### config.mk
export PLATFORM = sky130hd
export DESIGN_NAME = prefix_code_nibble_decoder_flat
export DESIGN_NICKNAME = d
export VERILOG_FILES = /design/src/design/pcnd_pkg.sv /design/src/design/pcnd_if.sv /design/src/design/pcnd_table.sv /design/src/design/pcnd_bitbuf.sv /design/src/design/prefix_code_nibble_decoder.sv /design/src/flat_wrapper.sv
export SDC_FILE = /design/constraint.sdc
export NUM_CORES = 1
export LEC_CHECK = 0
export BUFFER_PORTS_ARGS = -buffer_cell sky130_fd_sc_hd__buf_2
export CAP_MARGIN = 15
export CORE_MARGIN = 5
export CORE_UTILIZATION = 55
export CTS_CLUSTER_SIZE = 12
export DETAILED_ROUTE_END_ITERATION = 12
export PLACE_DENSITY = 0.81
export SYNTH_ARGS = -nofsm -noshare
export SYNTH_HDL_FRONTEND = slang
export SYNTH_SLANG_ARGS = --single-unit
### constraint.sdc
create_clock -name i_clk -period 5.6 [get_ports i_clk]
set_clock_uncertainty 0.2 [all_clocks]
set_input_delay 1.12 -clock i_clk [delete_from_list [all_inputs] [get_ports i_clk]]
set_output_delay 1.12 -clock i_clk [all_outputs]
set_load 0.02 [all_outputs]
### src/design/pcnd_pkg.sv
// ----------------------------------------------------------------------------
// pcnd_pkg
// Shared types and constants of the prefix-code nibble decoder.
// ----------------------------------------------------------------------------
`default_nettype none

package pcnd_pkg;

    // Bit buffer geometry
    localparam int unsigned BUF_BITS  = 16;
    localparam int unsigned FREE_W    = 5;
    localparam logic [FREE_W-1:0] FREE_RESET = 5'd16;
    localparam logic [FREE_W-1:0] FREE_LOW   = 5'd8;

    // Longest code the table may hold
    localparam logic [3:0] CODE_MAX = 4'd8;

    // Results one input word can cause at most
    localparam logic [2:0] MAX_RESULTS = 3'd4;

    // Configuration register indexes
    localparam int unsigned CFG_IDX_W = 3;
    localparam logic [CFG_IDX_W-1:0] REG_TABLE_0 = 3'd0;
    localparam logic [CFG_IDX_W-1:0] REG_TABLE_1 = 3'd1;
    localparam logic [CFG_IDX_W-1:0] REG_TABLE_2 = 3'd2;
    localparam logic [CFG_IDX_W-1:0] REG_TABLE_3 = 3'd3;
    localparam logic [CFG_IDX_W-1:0] REG_OUT_LEN = 3'd4;

    localparam logic [7:0] OUT_LEN_RESET = 8'd10;

    // One table entry, packed as in the configuration word
    typedef struct packed {
        logic [7:0] code;
        logic [3:0] sym;
        logic [3:0] len;
    } t_entry;

    // Result of the table search
    typedef struct packed {
        logic       hit;
        logic [3:0] len;
        logic [3:0] sym;
    } t_match;

    // Bit buffer commands
    typedef enum logic [1:0] {
        BUF_HOLD,
        BUF_LOAD,
        BUF_SHIFT
    } t_buf_op;

endpackage

`default_nettype wire

### src/design/pcnd_if.sv
// ----------------------------------------------------------------------------
// pcnd_if
// Handshake channels of the decoder: compressed input words, decoded result
// words and configuration writes.
// ----------------------------------------------------------------------------
`default_nettype none

interface pcnd_in_if;
    logic       valid;
    logic       ready;
    logic [7:0] in_byte;

    modport source (output valid, output in_byte, input ready);
    modport sink   (input valid, input in_byte, output ready);
endinterface

interface pcnd_out_if;
    logic       valid;
    logic       ready;
    logic [7:0] out_byte;
    logic       final_byte;
    logic       no_match_error;
    logic       run_end;

    modport source (output valid, output out_byte, output final_byte,
                    output no_match_error, output run_end, input ready);
    modport sink   (input valid, input out_byte, input final_byte,
                    input no_match_error, input run_end, output ready);
endinterface

interface pcnd_cfg_if;
    logic        valid;
    logic        ready;
    logic [2:0]  index;
    logic [63:0] data;

    modport source (output valid, output index, output data, input ready);
    modport sink   (input valid, input index, input data, output ready);
endinterface

`default_nettype wire

### src/design/pcnd_table.sv
// ----------------------------------------------------------------------------
// pcnd_table
// Code table and output length registers, and the priority search that
// finds the lowest-numbered entry matching the head of the bit buffer.
// ----------------------------------------------------------------------------
`default_nettype none

module pcnd_table
    import pcnd_pkg::*;
#(
    parameter int TABLE_ENTRIES = 16
) (
    input  wire logic       i_clk,
    input  wire logic       i_rst_n,
    pcnd_cfg_if.sink        i_cfg,
    input  wire logic [7:0] i_top,
    output t_match          o_match,
    output logic [7:0]      o_limit
);

    t_entry [3:0][3:0] r_table;
    logic   [7:0]      r_out_len;

    // Entry matches when enabled, code fits its length and leads the buffer
    function automatic logic entry_hit(t_entry e, logic [7:0] top);
        logic [8:0] mask;
        logic [7:0] lead;
        mask = 9'h1FF << e.len;
        lead = top >> (4'd8 - e.len);
        return (e.len != 4'd0) && (e.len <= CODE_MAX) &&
               ((e.code & mask[7:0]) == 8'd0) && (lead == e.code);
    endfunction

    // Configuration writes, always taken
    assign i_cfg.ready = 1'b1;

    always_ff @(posedge i_clk) begin
        if (!i_rst_n) begin
            r_table   <= '0;
            r_out_len <= OUT_LEN_RESET;
        end else if (i_cfg.valid) begin
            case (i_cfg.index)
                REG_TABLE_0: r_table[0] <= i_cfg.data;
                REG_TABLE_1: r_table[1] <= i_cfg.data;
                REG_TABLE_2: r_table[2] <= i_cfg.data;
                REG_TABLE_3: r_table[3] <= i_cfg.data;
                REG_OUT_LEN: r_out_len  <= i_cfg.data[7:0];
                default: ;
            endcase
        end
    end

    // A length of zero behaves as one
    assign o_limit = (r_out_len == 8'd0) ? 8'd1 : r_out_len;

    // Priority search: walk down so the lowest hit is left standing
    always_comb begin
        t_entry w_e;
        o_match = '0;
        for (int q = TABLE_ENTRIES - 1; q >= 0; q--) begin
            w_e = r_table[q[3:2]][q[1:0]];
            if (entry_hit(w_e, i_top)) begin
                o_match.hit = 1'b1;
                o_match.len = w_e.len;
                o_match.sym = w_e.sym;
            end
        end
    end

endmodule

`default_nettype wire

### src/design/pcnd_bitbuf.sv
// ----------------------------------------------------------------------------
// pcnd_bitbuf
// 16-bit bit buffer with free-bit count. Input words are merged in below the
// bits already held; codes leave it one bit per cycle from the top.
// ----------------------------------------------------------------------------
`default_nettype none

module pcnd_bitbuf
    import pcnd_pkg::*;
(
    input  wire logic              i_clk,
    input  wire logic              i_rst_n,
    input  wire t_buf_op           i_op,
    input  wire logic [7:0]        i_byte,
    output logic [7:0]             o_top,
    output logic [FREE_W-1:0]      o_free
);

    logic [BUF_BITS-1:0] r_buf;
    logic [FREE_W-1:0]   r_free;
    logic [FREE_W-1:0]   w_sub;
    logic                w_room;

    // Word lands just below the held bits
    assign w_sub  = r_free - FREE_LOW;
    assign w_room = (r_free >= FREE_LOW) && (r_free <= FREE_RESET);

    always_ff @(posedge i_clk) begin
        if (!i_rst_n) begin
            r_buf  <= '0;
            r_free <= FREE_RESET;
        end else begin
            case (i_op)
                BUF_LOAD: begin
                    if (w_room) begin
                        r_buf  <= r_buf | (BUF_BITS'(i_byte) << w_sub[3:0]);
                        r_free <= w_sub;
                    end
                end
                BUF_SHIFT: begin
                    r_buf  <= {r_buf[BUF_BITS-2:0], 1'b0};
                    r_free <= r_free + 5'd1;
                end
                default: ;
            endcase
        end
    end

    assign o_top  = r_buf[BUF_BITS-1:BUF_BITS-8];
    assign o_free = r_free;

endmodule

`default_nettype wire

### src/design/prefix_code_nibble_decoder.sv
// ----------------------------------------------------------------------------
// prefix_code_nibble_decoder
// Table-driven prefix-code decoder: compressed words in, 4-bit symbols packed
// two to a word out, with a sticky no-match error and a stop after a set
// number of output words.
// ----------------------------------------------------------------------------
//  channel   dir  payload                                       handshake
//  i_in      in   in_byte[7:0]                                  valid/ready
//  o_out     out  out_byte[7:0] final_byte no_match_error       valid/ready
//                 run_end
//  i_cfg     in   index[2:0] data[63:0]                         valid/ready
//
//  One input word is taken per run: a load, then for each code the search,
//  which shares the first shift, and one shift per bit of the code; then a
//  check that the buffer is down to 8 bits and the hand-over of the last
//  result. The bit buffer shifts one bit a cycle while a code is consumed.
//  A run that ends in the final word or in a no-match skips the check. A
//  sticky error run passes through S_FLUSH; a finished run stays in S_IDLE.
//  Reset is synchronous, active low; i_cfg never stalls. A stalled o_out
//  holds the decoder when a result is due while both the output and the
//  pending word registers are full, and holds the hand-over of the last one.
// ----------------------------------------------------------------------------
`default_nettype none

module prefix_code_nibble_decoder
    import pcnd_pkg::*;
#(
    parameter int TABLE_ENTRIES = 16
) (
    input  wire logic i_clk,
    input  wire logic i_rst_n,
    pcnd_in_if.sink   i_in,
    pcnd_out_if.source o_out,
    pcnd_cfg_if.sink  i_cfg
);

    typedef enum logic [1:0] {
        S_IDLE,
        S_DECODE,
        S_SHIFT,
        S_FLUSH
    } t_state;

    t_state              r_state, n_state;
    logic [2:0]          r_cnt, n_cnt;
    logic [3:0]          r_held, n_held;
    logic                r_await, n_await;
    logic [7:0]          r_bw, n_bw;
    logic                r_fin, n_fin;
    logic                r_err, n_err;
    logic [2:0]          r_nres, n_nres;
    logic                r_pend_v, n_pend_v;
    logic [7:0]          r_pend_byte, n_pend_byte;
    logic                r_pend_last, n_pend_last;
    logic                r_pend_err, n_pend_err;
    logic                r_out_v, n_out_v;
    logic [7:0]          r_out_byte, n_out_byte;
    logic                r_out_last, n_out_last;
    logic                r_out_err, n_out_err;
    logic                r_out_end, n_out_end;

    t_buf_op             w_op;
    t_match              w_match;
    logic [7:0]          w_top;
    logic [7:0]          w_limit;
    logic [FREE_W-1:0]   w_free;
    logic [7:0]          w_bw_inc;
    logic                w_out_free;
    logic                w_slot_ok;
    logic                w_loop;

    // Code table and search
    pcnd_table #(
        .TABLE_ENTRIES(TABLE_ENTRIES)
    ) u_table (
        .i_clk   (i_clk),
        .i_rst_n (i_rst_n),
        .i_cfg   (i_cfg),
        .i_top   (w_top),
        .o_match (w_match),
        .o_limit (w_limit)
    );

    // Bit buffer
    pcnd_bitbuf u_bitbuf (
        .i_clk   (i_clk),
        .i_rst_n (i_rst_n),
        .i_op    (w_op),
        .i_byte  (i_in.in_byte),
        .o_top   (w_top),
        .o_free  (w_free)
    );

    assign i_in.ready = (r_state == S_IDLE);

    assign w_out_free = !r_out_v || o_out.ready;
    // A new result may be made once the pending one can move out
    assign w_slot_ok  = !r_pend_v || w_out_free;
    assign w_loop     = (w_free < FREE_LOW) && (r_nres < MAX_RESULTS) && !r_fin;
    assign w_bw_inc   = r_bw + 8'd1;

    // Sequencer
    always_comb begin
        n_state     = r_state;
        n_cnt       = r_cnt;
        n_held      = r_held;
        n_await     = r_await;
        n_bw        = r_bw;
        n_fin       = r_fin;
        n_err       = r_err;
        n_nres      = r_nres;
        n_pend_v    = r_pend_v;
        n_pend_byte = r_pend_byte;
        n_pend_last = r_pend_last;
        n_pend_err  = r_pend_err;
        n_out_v     = r_out_v;
        n_out_byte  = r_out_byte;
        n_out_last  = r_out_last;
        n_out_err   = r_out_err;
        n_out_end   = r_out_end;
        w_op        = BUF_HOLD;

        if (r_out_v && o_out.ready) begin
            n_out_v = 1'b0;
        end

        case (r_state)
            S_IDLE: begin
                if (i_in.valid) begin
                    n_nres = 3'd0;
                    if (r_fin) begin
                        n_state = S_IDLE;
                    end else if (r_err) begin
                        n_pend_v    = 1'b1;
                        n_pend_byte = 8'd0;
                        n_pend_last = 1'b0;
                        n_pend_err  = 1'b1;
                        n_state     = S_FLUSH;
                    end else begin
                        w_op    = BUF_LOAD;
                        n_state = S_DECODE;
                    end
                end
            end

            S_DECODE: begin
                if (!w_loop) begin
                    n_state = S_FLUSH;
                end else if (!w_match.hit) begin
                    // No entry fits: error word ends the run
                    if (w_slot_ok) begin
                        if (r_pend_v) begin
                            n_out_v    = 1'b1;
                            n_out_byte = r_pend_byte;
                            n_out_last = r_pend_last;
                            n_out_err  = r_pend_err;
                            n_out_end  = 1'b0;
                        end
                        n_pend_v    = 1'b1;
                        n_pend_byte = 8'd0;
                        n_pend_last = 1'b0;
                        n_pend_err  = 1'b1;
                        n_err       = 1'b1;
                        n_nres      = r_nres + 3'd1;
                        n_state     = S_FLUSH;
                    end
                end else if (r_await) begin
                    // High nibble: hold it and start consuming the code
                    n_held  = w_match.sym;
                    n_await = 1'b0;
                    w_op    = BUF_SHIFT;
                    n_cnt   = w_match.len[2:0] - 3'd1;
                    n_state = (w_match.len == 4'd1) ? S_DECODE : S_SHIFT;
                end else if (w_slot_ok) begin
                    // Low nibble completes a word
                    if (r_pend_v) begin
                        n_out_v    = 1'b1;
                        n_out_byte = r_pend_byte;
                        n_out_last = r_pend_last;
                        n_out_err  = r_pend_err;
                        n_out_end  = 1'b0;
                    end
                    n_pend_v    = 1'b1;
                    n_pend_byte = {r_held, w_match.sym};
                    n_pend_last = (w_bw_inc >= w_limit);
                    n_pend_err  = 1'b0;
                    n_bw        = w_bw_inc;
                    n_await     = 1'b1;
                    n_nres      = r_nres + 3'd1;
                    if (w_bw_inc >= w_limit) begin
                        n_fin   = 1'b1;
                        n_state = S_FLUSH;
                    end else begin
                        w_op    = BUF_SHIFT;
                        n_cnt   = w_match.len[2:0] - 3'd1;
                        n_state = (w_match.len == 4'd1) ? S_DECODE : S_SHIFT;
                    end
                end
            end

            S_SHIFT: begin
                w_op  = BUF_SHIFT;
                n_cnt = r_cnt - 3'd1;
                if (r_cnt == 3'd1) begin
                    n_state = S_DECODE;
                end
            end

            S_FLUSH: begin
                if (!r_pend_v) begin
                    n_state = S_IDLE;
                end else if (w_out_free) begin
                    n_out_v    = 1'b1;
                    n_out_byte = r_pend_byte;
                    n_out_last = r_pend_last;
                    n_out_err  = r_pend_err;
                    n_out_end  = 1'b1;
                    n_pend_v   = 1'b0;
                    n_state    = S_IDLE;
                end
            end

            default: n_state = S_IDLE;
        endcase
    end

    // State and registered outputs
    always_ff @(posedge i_clk) begin
        if (!i_rst_n) begin
            r_state  <= S_IDLE;
            r_cnt    <= 3'd0;
            r_held   <= 4'd0;
            r_await  <= 1'b1;
            r_bw     <= 8'd0;
            r_fin    <= 1'b0;
            r_err    <= 1'b0;
            r_nres   <= 3'd0;
            r_pend_v <= 1'b0;
            r_out_v  <= 1'b0;
        end else begin
            r_state  <= n_state;
            r_cnt    <= n_cnt;
            r_held   <= n_held;
            r_await  <= n_await;
            r_bw     <= n_bw;
            r_fin    <= n_fin;
            r_err    <= n_err;
            r_nres   <= n_nres;
            r_pend_v <= n_pend_v;
            r_out_v  <= n_out_v;
        end
        r_pend_byte <= n_pend_byte;
        r_pend_last <= n_pend_last;
        r_pend_err  <= n_pend_err;
        r_out_byte  <= n_out_byte;
        r_out_last  <= n_out_last;
        r_out_err   <= n_out_err;
        r_out_end   <= n_out_end;
    end

    assign o_out.valid          = r_out_v;
    assign o_out.out_byte       = r_out_byte;
    assign o_out.final_byte     = r_out_last;
    assign o_out.no_match_error = r_out_err;
    assign o_out.run_end        = r_out_end;

endmodule

`default_nettype wire

### src/flat_wrapper.sv
// flat-port wrapper written by rule: the top's interface ports become plain ports
module prefix_code_nibble_decoder_flat import pcnd_pkg::*;
#(
    parameter int TABLE_ENTRIES = 16
)
  (i_clk, i_rst_n, i_in_valid, i_in_in_byte, i_in_ready, o_out_valid, o_out_out_byte, o_out_final_byte, o_out_no_match_error, o_out_run_end, o_out_ready, i_cfg_valid, i_cfg_index, i_cfg_data, i_cfg_ready);
  pcnd_in_if i_in_i ();
  pcnd_out_if o_out_i ();
  pcnd_cfg_if i_cfg_i ();
  input  wire logic i_clk;
  input  wire logic i_rst_n;
  input wire logic [$bits(i_in_i.valid)-1:0] i_in_valid;
  input wire logic [$bits(i_in_i.in_byte)-1:0] i_in_in_byte;
  output wire logic [$bits(i_in_i.ready)-1:0] i_in_ready;
  output wire logic [$bits(o_out_i.valid)-1:0] o_out_valid;
  output wire logic [$bits(o_out_i.out_byte)-1:0] o_out_out_byte;
  output wire logic [$bits(o_out_i.final_byte)-1:0] o_out_final_byte;
  output wire logic [$bits(o_out_i.no_match_error)-1:0] o_out_no_match_error;
  output wire logic [$bits(o_out_i.run_end)-1:0] o_out_run_end;
  input wire logic [$bits(o_out_i.ready)-1:0] o_out_ready;
  input wire logic [$bits(i_cfg_i.valid)-1:0] i_cfg_valid;
  input wire logic [$bits(i_cfg_i.index)-1:0] i_cfg_index;
  input wire logic [$bits(i_cfg_i.data)-1:0] i_cfg_data;
  output wire logic [$bits(i_cfg_i.ready)-1:0] i_cfg_ready;
  assign i_in_i.valid = i_in_valid;
  assign i_in_i.in_byte = i_in_in_byte;
  assign i_in_ready = i_in_i.ready;
  assign o_out_valid = o_out_i.valid;
  assign o_out_out_byte = o_out_i.out_byte;
  assign o_out_final_byte = o_out_i.final_byte;
  assign o_out_no_match_error = o_out_i.no_match_error;
  assign o_out_run_end = o_out_i.run_end;
  assign o_out_i.ready = o_out_ready;
  assign i_cfg_i.valid = i_cfg_valid;
  assign i_cfg_i.index = i_cfg_index;
  assign i_cfg_i.data = i_cfg_data;
  assign i_cfg_ready = i_cfg_i.ready;
  prefix_code_nibble_decoder #(.TABLE_ENTRIES(TABLE_ENTRIES)) u_core (.i_clk(i_clk), .i_rst_n(i_rst_n), .i_in(i_in_i), .o_out(o_out_i), .i_cfg(i_cfg_i));
endmodule
==> results.py, run 1 <==
metrics = {
    "outcome": {
        "status": "finished clean",
    },
    "timing": {
        "fmax_mhz": 189,
        "fin_tns_setup_ps": 0,
        "slew_headroom": 0.207,
        "setup_viol": 0,
        "rsz0062_at_grt": "no",
        "period_share": 0.943,
        "fin_ws_ps": 317,
        "tightestPinTransition_ps": 1190,
        "final_hold_viol_count": 0,
        "min_period_ps": 5280,
        "drv_slew": 0,
    },
    "placement": {
        "place_ws_ps": 150,
        "gp_congestion": 0.989,
        "hpwl_um": 56700,
        "io_buffers": 92,
    },
    "global_routing": {
        "overflow": 0,
        "grtUsageTotal": 0.319,
        "grt_max_degree": 190,
        "antenna_found_initial": 3,
        "grt_pass1_wl_um": 124000,
        "grt_pass1_vias": 22817,
    },
    "die": {
        "core_sq_mm": 0.0431,
        "die_height_um": 219,
        "pin_count": 94,
        "die_area_sq_mm": 0.0479,
        "die_w_um": 219,
        "num_rows": 76,
        "start_util": 0.557,
    },
    "worst_setup_path": {
        "required_ps": 5880,
        "path_class": "reg2reg",
        "cp.arrival_ps": 5560,
        "path_max_fanout": 14,
        "crit_path_end_kind": "flop",
        "cp-start-kind": "flop",
        "ff2ff_setup_slack_ps": 320,
    },
    "clock_tree": {
        "cts_sinks": 331,
        "post-cts-setup-buffers": 0,
        "cts.clk_slew.worst_paths_ps": 60,
        "tritoncts": "built",
        "h-tree-depth": 2,
        "cts_buffers": 39,
        "worstSkewPairLatency_ps": 560,
        "clockRootBuffer": "clkbuf_16",
        "cts_buffer_depth": 3,
    },
    "pwr": {
        "p_leak_uw": 0.00921,
        "power_uw": 8680,
        "pwr_density_cell_mw_per_mm2": 331,
        "vdd_drop_max_mv": 0.314,
    },
    "yosys": {
        "yosysSeqAreaShare": 0.285,
        "synth_nets": 3314,
        "synthAdderAreaFrac": 0.0448,
        "ys_warn_count": 0,
        "avgSynthCellArea_sq_um": 7.62,
        "synth_top_family_by_area": "simple AND/OR/NAND/NOR gates",
        "synth_edf_count": 21,
        "synthXorXnorAreaFrac": 0.0270,
        "synthMuxAreaShare": 0.113,
        "synth_compound_area_frac": 0.224,
        "synth-seq-cells": 331,
        "async_flop_share": 0,
        "syn_inst": 3148,
        "synthSimpleGateAreaFrac": 0.244,
        "synth_cell_type_count": 97,
        "synth_flop_cell": "dfxtp_1",
        "syn_area_sq_mm": 0.0240,
    },
    "finish": {
        "multi_input_area_sq_mm": 0.0157,
        "register_area_sq_mm": 0.00684,
        "final_common_cell": "nand2_1",
        "final_nets": 3288,
        "drive_above_1_share": 0.115,
        "fill_cells": 3753,
        "layout_common_cells": "661 x nand2_1, 373 x a21oi_1, 304 x dfxtp_1, 142 x nor2_1, 131 x inv_1",
        "area_growth_pct": 9.15,
    },
    "flow_run": {
        "drv_cap": 0,
    },
    "drt": {
        "drtIter0Drc": 3006,
        "vias": 24453,
        "ant_nets": 0,
        "routed_via_density": 6.55,
        "drc": 0,
        "routed_wl_um": 79300,
        "wl_per_cell_um": 21.2,
        "dr.pass1.iters": 7,
    },
    "worst_hold_path": {
        "hp-class": "reg2reg",
    },
}
[worst paths after layout]
check / end / startpoint / cells past startpoint
setup / recovery: u_core.r_cnt[1]$_SDFFE_PN0P_ / u_core.u_table.r_table[129]$_SDFFE_PN0P_ / 18
hold / removal: u_core.o_out.out_byte[4]$_DFFE_PP_ / u_core.r_pend_byte[4]$_SDFFCE_PN0P_ / 0
setup reg to reg: u_core.r_cnt[1]$_SDFFE_PN0P_ / u_core.u_table.r_table[129]$_SDFFE_PN0P_ / 18
hold reg to reg: u_core.o_out.out_byte[4]$_DFFE_PP_ / u_core.r_pend_byte[4]$_SDFFCE_PN0P_ / 0
[cell usage after synthesis, types with 28 or more instances]
cell	instances	share of area
a211oi_1	42	0.013
a21oi_1	373	0.078
and3_1	38	0.0099
buf_2	39	0.0081
clkbuf_1	173	0.027
dfxtp_1	310	0.26
ha_1	86	0.045
inv_1	131	0.020
mux2_2	34	0.016
mux2i_1	117	0.049
mux4_2	50	0.047
nand2_1	662	0.10
nand2b_1	52	0.014
nand3_1	54	0.011
nor2_1	143	0.022
nor2b_1	41	0.011
nor3_1	47	0.0098
nor4_1	34	0.0089
o211ai_1	28	0.0088
o21ai_0	89	0.019
or3_1	29	0.0076
xnor2_1	40	0.015
xor2_1	34	0.012
[report_power, final]
part / total, uW / internal [uW] / switching, uW
clock: 2550 / 1520 / 1040
combinational: 3240 / 1300 / 1940
sequential: 2880 / 2550 / 328
[sequential cells by signal (all words and copies together) (netlist names), 2 cells and up]
signal,cells
u_core.u_table.r_table,256
u_core.u_bitbuf.r_buf,16
u_core.o_out.out_byte,8
u_core.r_bw,8
u_core.r_pend_byte,8
u_core.u_table.r_out_len,8
u_core.u_bitbuf.o_free,5
u_core.r_held,4
u_core.r_cnt,3
u_core.r_nres,3
u_core.r_state,2
[critical path, cell delays in order, from the launching register on]
cell and delay, ps:
dfxtp_1 410, inv_1 140, ha_2 540, mux4_2 550, mux2_2 310, or3_1 360, nand3_1 130, nand3_1 460
nand2_1 430, nor2_1 70, a21oi_1 160, o211ai_1 160, a21oi_1 240, and4b_1 250, ha_1 270, nor2b_1 130
a211oi_1 210, a21oi_1 70, nor2_1 100
[metrics by stage]
step,std cells,utilization,cell area [sq um],hold WS [ps]
floorplan,3148,-,24000,200
global placement,3665,0.578,24900,222
detailed placement,3665,0.578,24900,236
CTS,3732,0.607,26200,252
global route,3736,0.608,26200,254
finish,3736,0.608,26200,249
[per-layer routing]
layer | global-route usage | wire (um)
met5 | 0 | 0
met2 | 0.513 | 36000
met1 | 0.416 | 31800
met3 | 0.0468 | 6840
met4 | 0.167 | 4670
[layout make-up]
| class | instances | area share |
|---|---|---|
| Multi-Input combinational cell | 2442 | 0.600 |
| Sequential cell | 331 | 0.261 |
| Timing Repair Buffer | 170 | 0.0418 |
| Clock buffer | 48 | 0.0417 |
| Tap cell | 585 | 0.0279 |
| Inverter | 138 | 0.0201 |
| Clock inverter | 19 | 0.00678 |
| Antenna cell | 3 | 0.000287 |
[cells by family after synthesis]
family                   count (synthesis)
buffers and inverters                  375
flip-flops                             331
XOR/XNOR                                74
adder cells (fa/ha/maj)                 86
AO/OA/AOI/OAI                          835
other                                    1
AND/OR/NAND/NOR                       1243
multiplexers                           203
[what timing repair did]
action,CTS,global route
setup endpoints to repair,0,8
hold endpoints to repair,0,0
resized for setup,0,4
hold buffers,0,0
(Power assumes the default switching activity.)
==> inputs of run 2 (changes only) <==
--- a/config.mk
+++ b/config.mk
@@ -5,13 +5,15 @@
 export SDC_FILE = /design/constraint.sdc
 export NUM_CORES = 1
 export LEC_CHECK = 0
+export ABC_CLOCK_PERIOD_IN_PS = 5600
 export BUFFER_PORTS_ARGS = -buffer_cell sky130_fd_sc_hd__buf_2
 export CAP_MARGIN = 15
 export CORE_MARGIN = 5
-export CORE_UTILIZATION = 55
+export CORE_UTILIZATION = 30
 export CTS_CLUSTER_SIZE = 12
 export DETAILED_ROUTE_END_ITERATION = 12
-export PLACE_DENSITY = 0.81
+export MAX_ROUTING_LAYER = met4
+export PLACE_DENSITY = 0.54
 export SYNTH_ARGS = -nofsm -noshare
 export SYNTH_HDL_FRONTEND = slang
 export SYNTH_SLANG_ARGS = --single-unit
==> run 2 against run 1 <==
  * Clock power up 18%
  * Die area up 79%
  * Count of clock-buffer cells in the layout increased by 11
==> results.py, run 2 (synthesis results as in run 1) <==
metrics = {
    "outcome": {
        "status": "finished clean",
    },
    "clock_tree": {
        "cts_buffers": 42,
        "cts_sinks": 331,
        "h-tree-depth": 2,
        "tritoncts": "built",
        "worstSkewPairLatency_ps": 580,
        "cts.clk_slew.worst_paths_ps": 60,
        "postCtsHoldBufs": 0,
        "clockRootBuffer": "clkbuf_16",
        "cts_buffer_depth": 3,
    },
    "worst_setup_path": {
        "cp_slowest_cell": "or4_1",
        "path_class": "reg2reg",
        "cp_common_cell": "ha_1",
        "required_ps": 5890,
        "cp.arrival_ps": 5500,
        "ff2ff_setup_slack_ps": 390,
        "r2r_start": "u_core.u_table.r_table[241]$_SDFFE_PN0P_",
        "critical_path.max_stage_delay_ps": 610,
        "path_cells": "inv_1 > ha_1 > ha_1 > nor2b_1 > a22o_1 > nor4_1 > xor2_1 > or4_1 > a211oi_4 > a221oi_1 > o31a_1 > nand3_1 > o211ai_1 > a21oi_1 > and4b_1 > ha_1 > nor2b_1 > a211oi_1 > a21oi_1 > nor2_1",
        "worstRegToRegCells": 20,
        "crit_path_end_kind": "flop",
        "crit_buf_inv": 1,
        "cp-start-kind": "flop",
        "path_max_fanout": 11,
        "r2r_end": "u_core.r_cnt[1]$_SDFFE_PN0P_",
        "crit_family": "compound AO/OA/AOI/OAI gates",
    },
    "global_routing": {
        "antenna_found_initial": 5,
        "grt_use_met2": 0.313,
        "globalRouteMet1Util": 0.266,
        "gr-usage-met3": 0.0262,
        "grt_max_degree": 119,
        "busiest_layer": "met2",
        "overflow": 0,
        "grt_pass1_wl_um": 132000,
        "grt_pass1_vias": 21528,
        "grtUsageTotal": 0.199,
    },
    "timing": {
        "fmax_mhz": 192,
        "fin_ws_ps": 392,
        "slew_headroom": 0.262,
        "whs_ps": 223,
        "tightestPinTransition_ps": 1110,
        "setup_viol": 0,
        "rsz0062_at_grt": "no",
        "period_share": 0.930,
        "min_period_ps": 5210,
        "fin_tns_setup_ps": 0,
        "final_hold_viol_count": 0,
        "drv_slew": 0,
    },
    "drt": {
        "drc": 0,
        "wl_per_cell_um": 20.6,
        "dr.pass1.iters": 5,
        "vias": 23421,
        "ant_nets": 0,
        "routed_via_density": 5.55,
        "routed_wl_um": 86800,
        "drtIter0Drc": 2187,
    },
    "finish": {
        "final_common_cell": "nand2_1",
        "largest_reg_flops": 256,
        "final_util": 0.343,
        "final_cells": 4220,
        "layout_common_cells": "661 x nand2_1, 373 x a21oi_1, 304 x dfxtp_1, 142 x nor2_1, 131 x inv_1",
        "area_growth_pct": 13.0,
        "reg_top3": "u_core.u_table.r_table (256), u_core.u_bitbuf.r_buf (16)",
        "drive_above_1_share": 0.121,
        "top_register": "u_core.u_table.r_table",
        "final_nets": 3300,
        "fill_cells": 8422,
    },
    "placement": {
        "hpwl_um": 62800,
        "place_ws_ps": 424,
        "dp.cells": 4140,
        "gp_congestion": 0.949,
        "io_buffers": 92,
    },
    "pwr": {
        "switching_power_uw": 3390,
        "pwr-share-seq": 0.313,
        "internal-power_uw": 5770,
        "p_comb_frac": 0.358,
        "clkPwrFrac": 0.329,
        "pwr_density_cell_mw_per_mm2": 338,
        "vdd_drop_max_mv": 0.196,
        "p_sw_frac": 0.370,
        "p_leak_uw": 0.00941,
    },
    "die": {
        "pin_count": 94,
        "num_rows": 103,
        "die_w_um": 293,
        "core_sq_mm": 0.0791,
        "die_height_um": 293,
        "start_util": 0.303,
        "die_area_sq_mm": 0.0857,
    },
    "worst_hold_path": {
        "hp-start": "u_core.r_pend_byte[4]$_SDFFCE_PN0P_",
        "hold_path_end": "u_core.o_out.out_byte[4]$_DFFE_PP_",
        "hp-class": "reg2reg",
        "hold_depth": 0,
    },
    "flow_run": {
        "drv_cap": 0,
    },
}
-- run 2: cell types whose count changed in the layout (fill, tap and decap cells not counted), sizes merged --
cell / delta
bufinv: +4
clkinv: -4
buf: +9
inv: +1
clkinvlp: -3
clkbuf: +11
diode: +1
-- run 2: layout make-up --
| type | count | area, sq um | share of cell area |
|---|---|---|---|
| Sequential cell | 331 | 6850 | 0.252 |
| Inverter | 138 | 526 | 0.0194 |
| Timing Repair Buffer | 179 | 1160 | 0.0429 |
| Multi-Input combinational cell | 2442 | 15700 | 0.580 |
| Antenna cell | 4 | 10.0 | 0.000369 |
| Tap cell | 1050 | 1310 | 0.0484 |
| Clock inverter | 17 | 267 | 0.00983 |
| Clock buffer | 59 | 1270 | 0.0468 |
-- run 2: layer usage --
metal	vias up	share of wire
met2	704	0.46
met5	-	0
li1	11300	-
met4	0	0.035
met3	148	0.056
met1	11269	0.45
-- run 2: timing repair --
item / in CTS / in global routing
hold endpoints to repair: 0 / 0
setup buffers: 0 / 0
endpoints found under the setup margin: 0 / 1
resized for setup: 0 / 3
-- run 2: power by group through the flow --
stage / Sequential, uW / Clock, uW / Combinational (uW)
floorplan: 2680 / 0 / 2420
global placement: 2910 / 0 / 3230
detailed placement: 2910 / 0 / 3230
CTS: 2860 / 3070 / 3250
global route: 2890 / 3160 / 3570
finish: 2870 / 3010 / 3280
-- run 2: how the worst max path moves through the flow --
stage | start | end | slack [ps] | cells past startpoint
global route | u_core.u_table.r_table[241]$_SDFFE_PN0P_ | u_core.r_cnt[1]$_SDFFE_PN0P_ | 30 | 20
finish | u_core.u_table.r_table[241]$_SDFFE_PN0P_ | u_core.r_cnt[1]$_SDFFE_PN0P_ | 390 | 20
detailed placement | u_core.u_table.r_table[241]$_SDFFE_PN0P_ | u_core.r_cnt[1]$_SDFFE_PN0P_ | 420 | 19
CTS | u_core.u_table.r_table[241]$_SDFFE_PN0P_ | u_core.r_cnt[1]$_SDFFE_PN0P_ | 380 | 19
global placement | u_core.u_table.r_table[225]$_SDFFE_PN0P_ | u_core.r_cnt[1]$_SDFFE_PN0P_ | 470 | 18
floorplan | u_core.u_table.r_table[112]$_SDFFE_PN0P_ | u_core.r_pend_byte[0]$_SDFFCE_PN0P_ | 420 | 17
-- run 2: stage by stage --
step,area (sq um),power (uW)
after CTS,27100,9180
after detailed placement,25600,6140
after global placement,25600,6150
after global routing,27100,9620
final,27100,9160
after floorplan,24000,5100
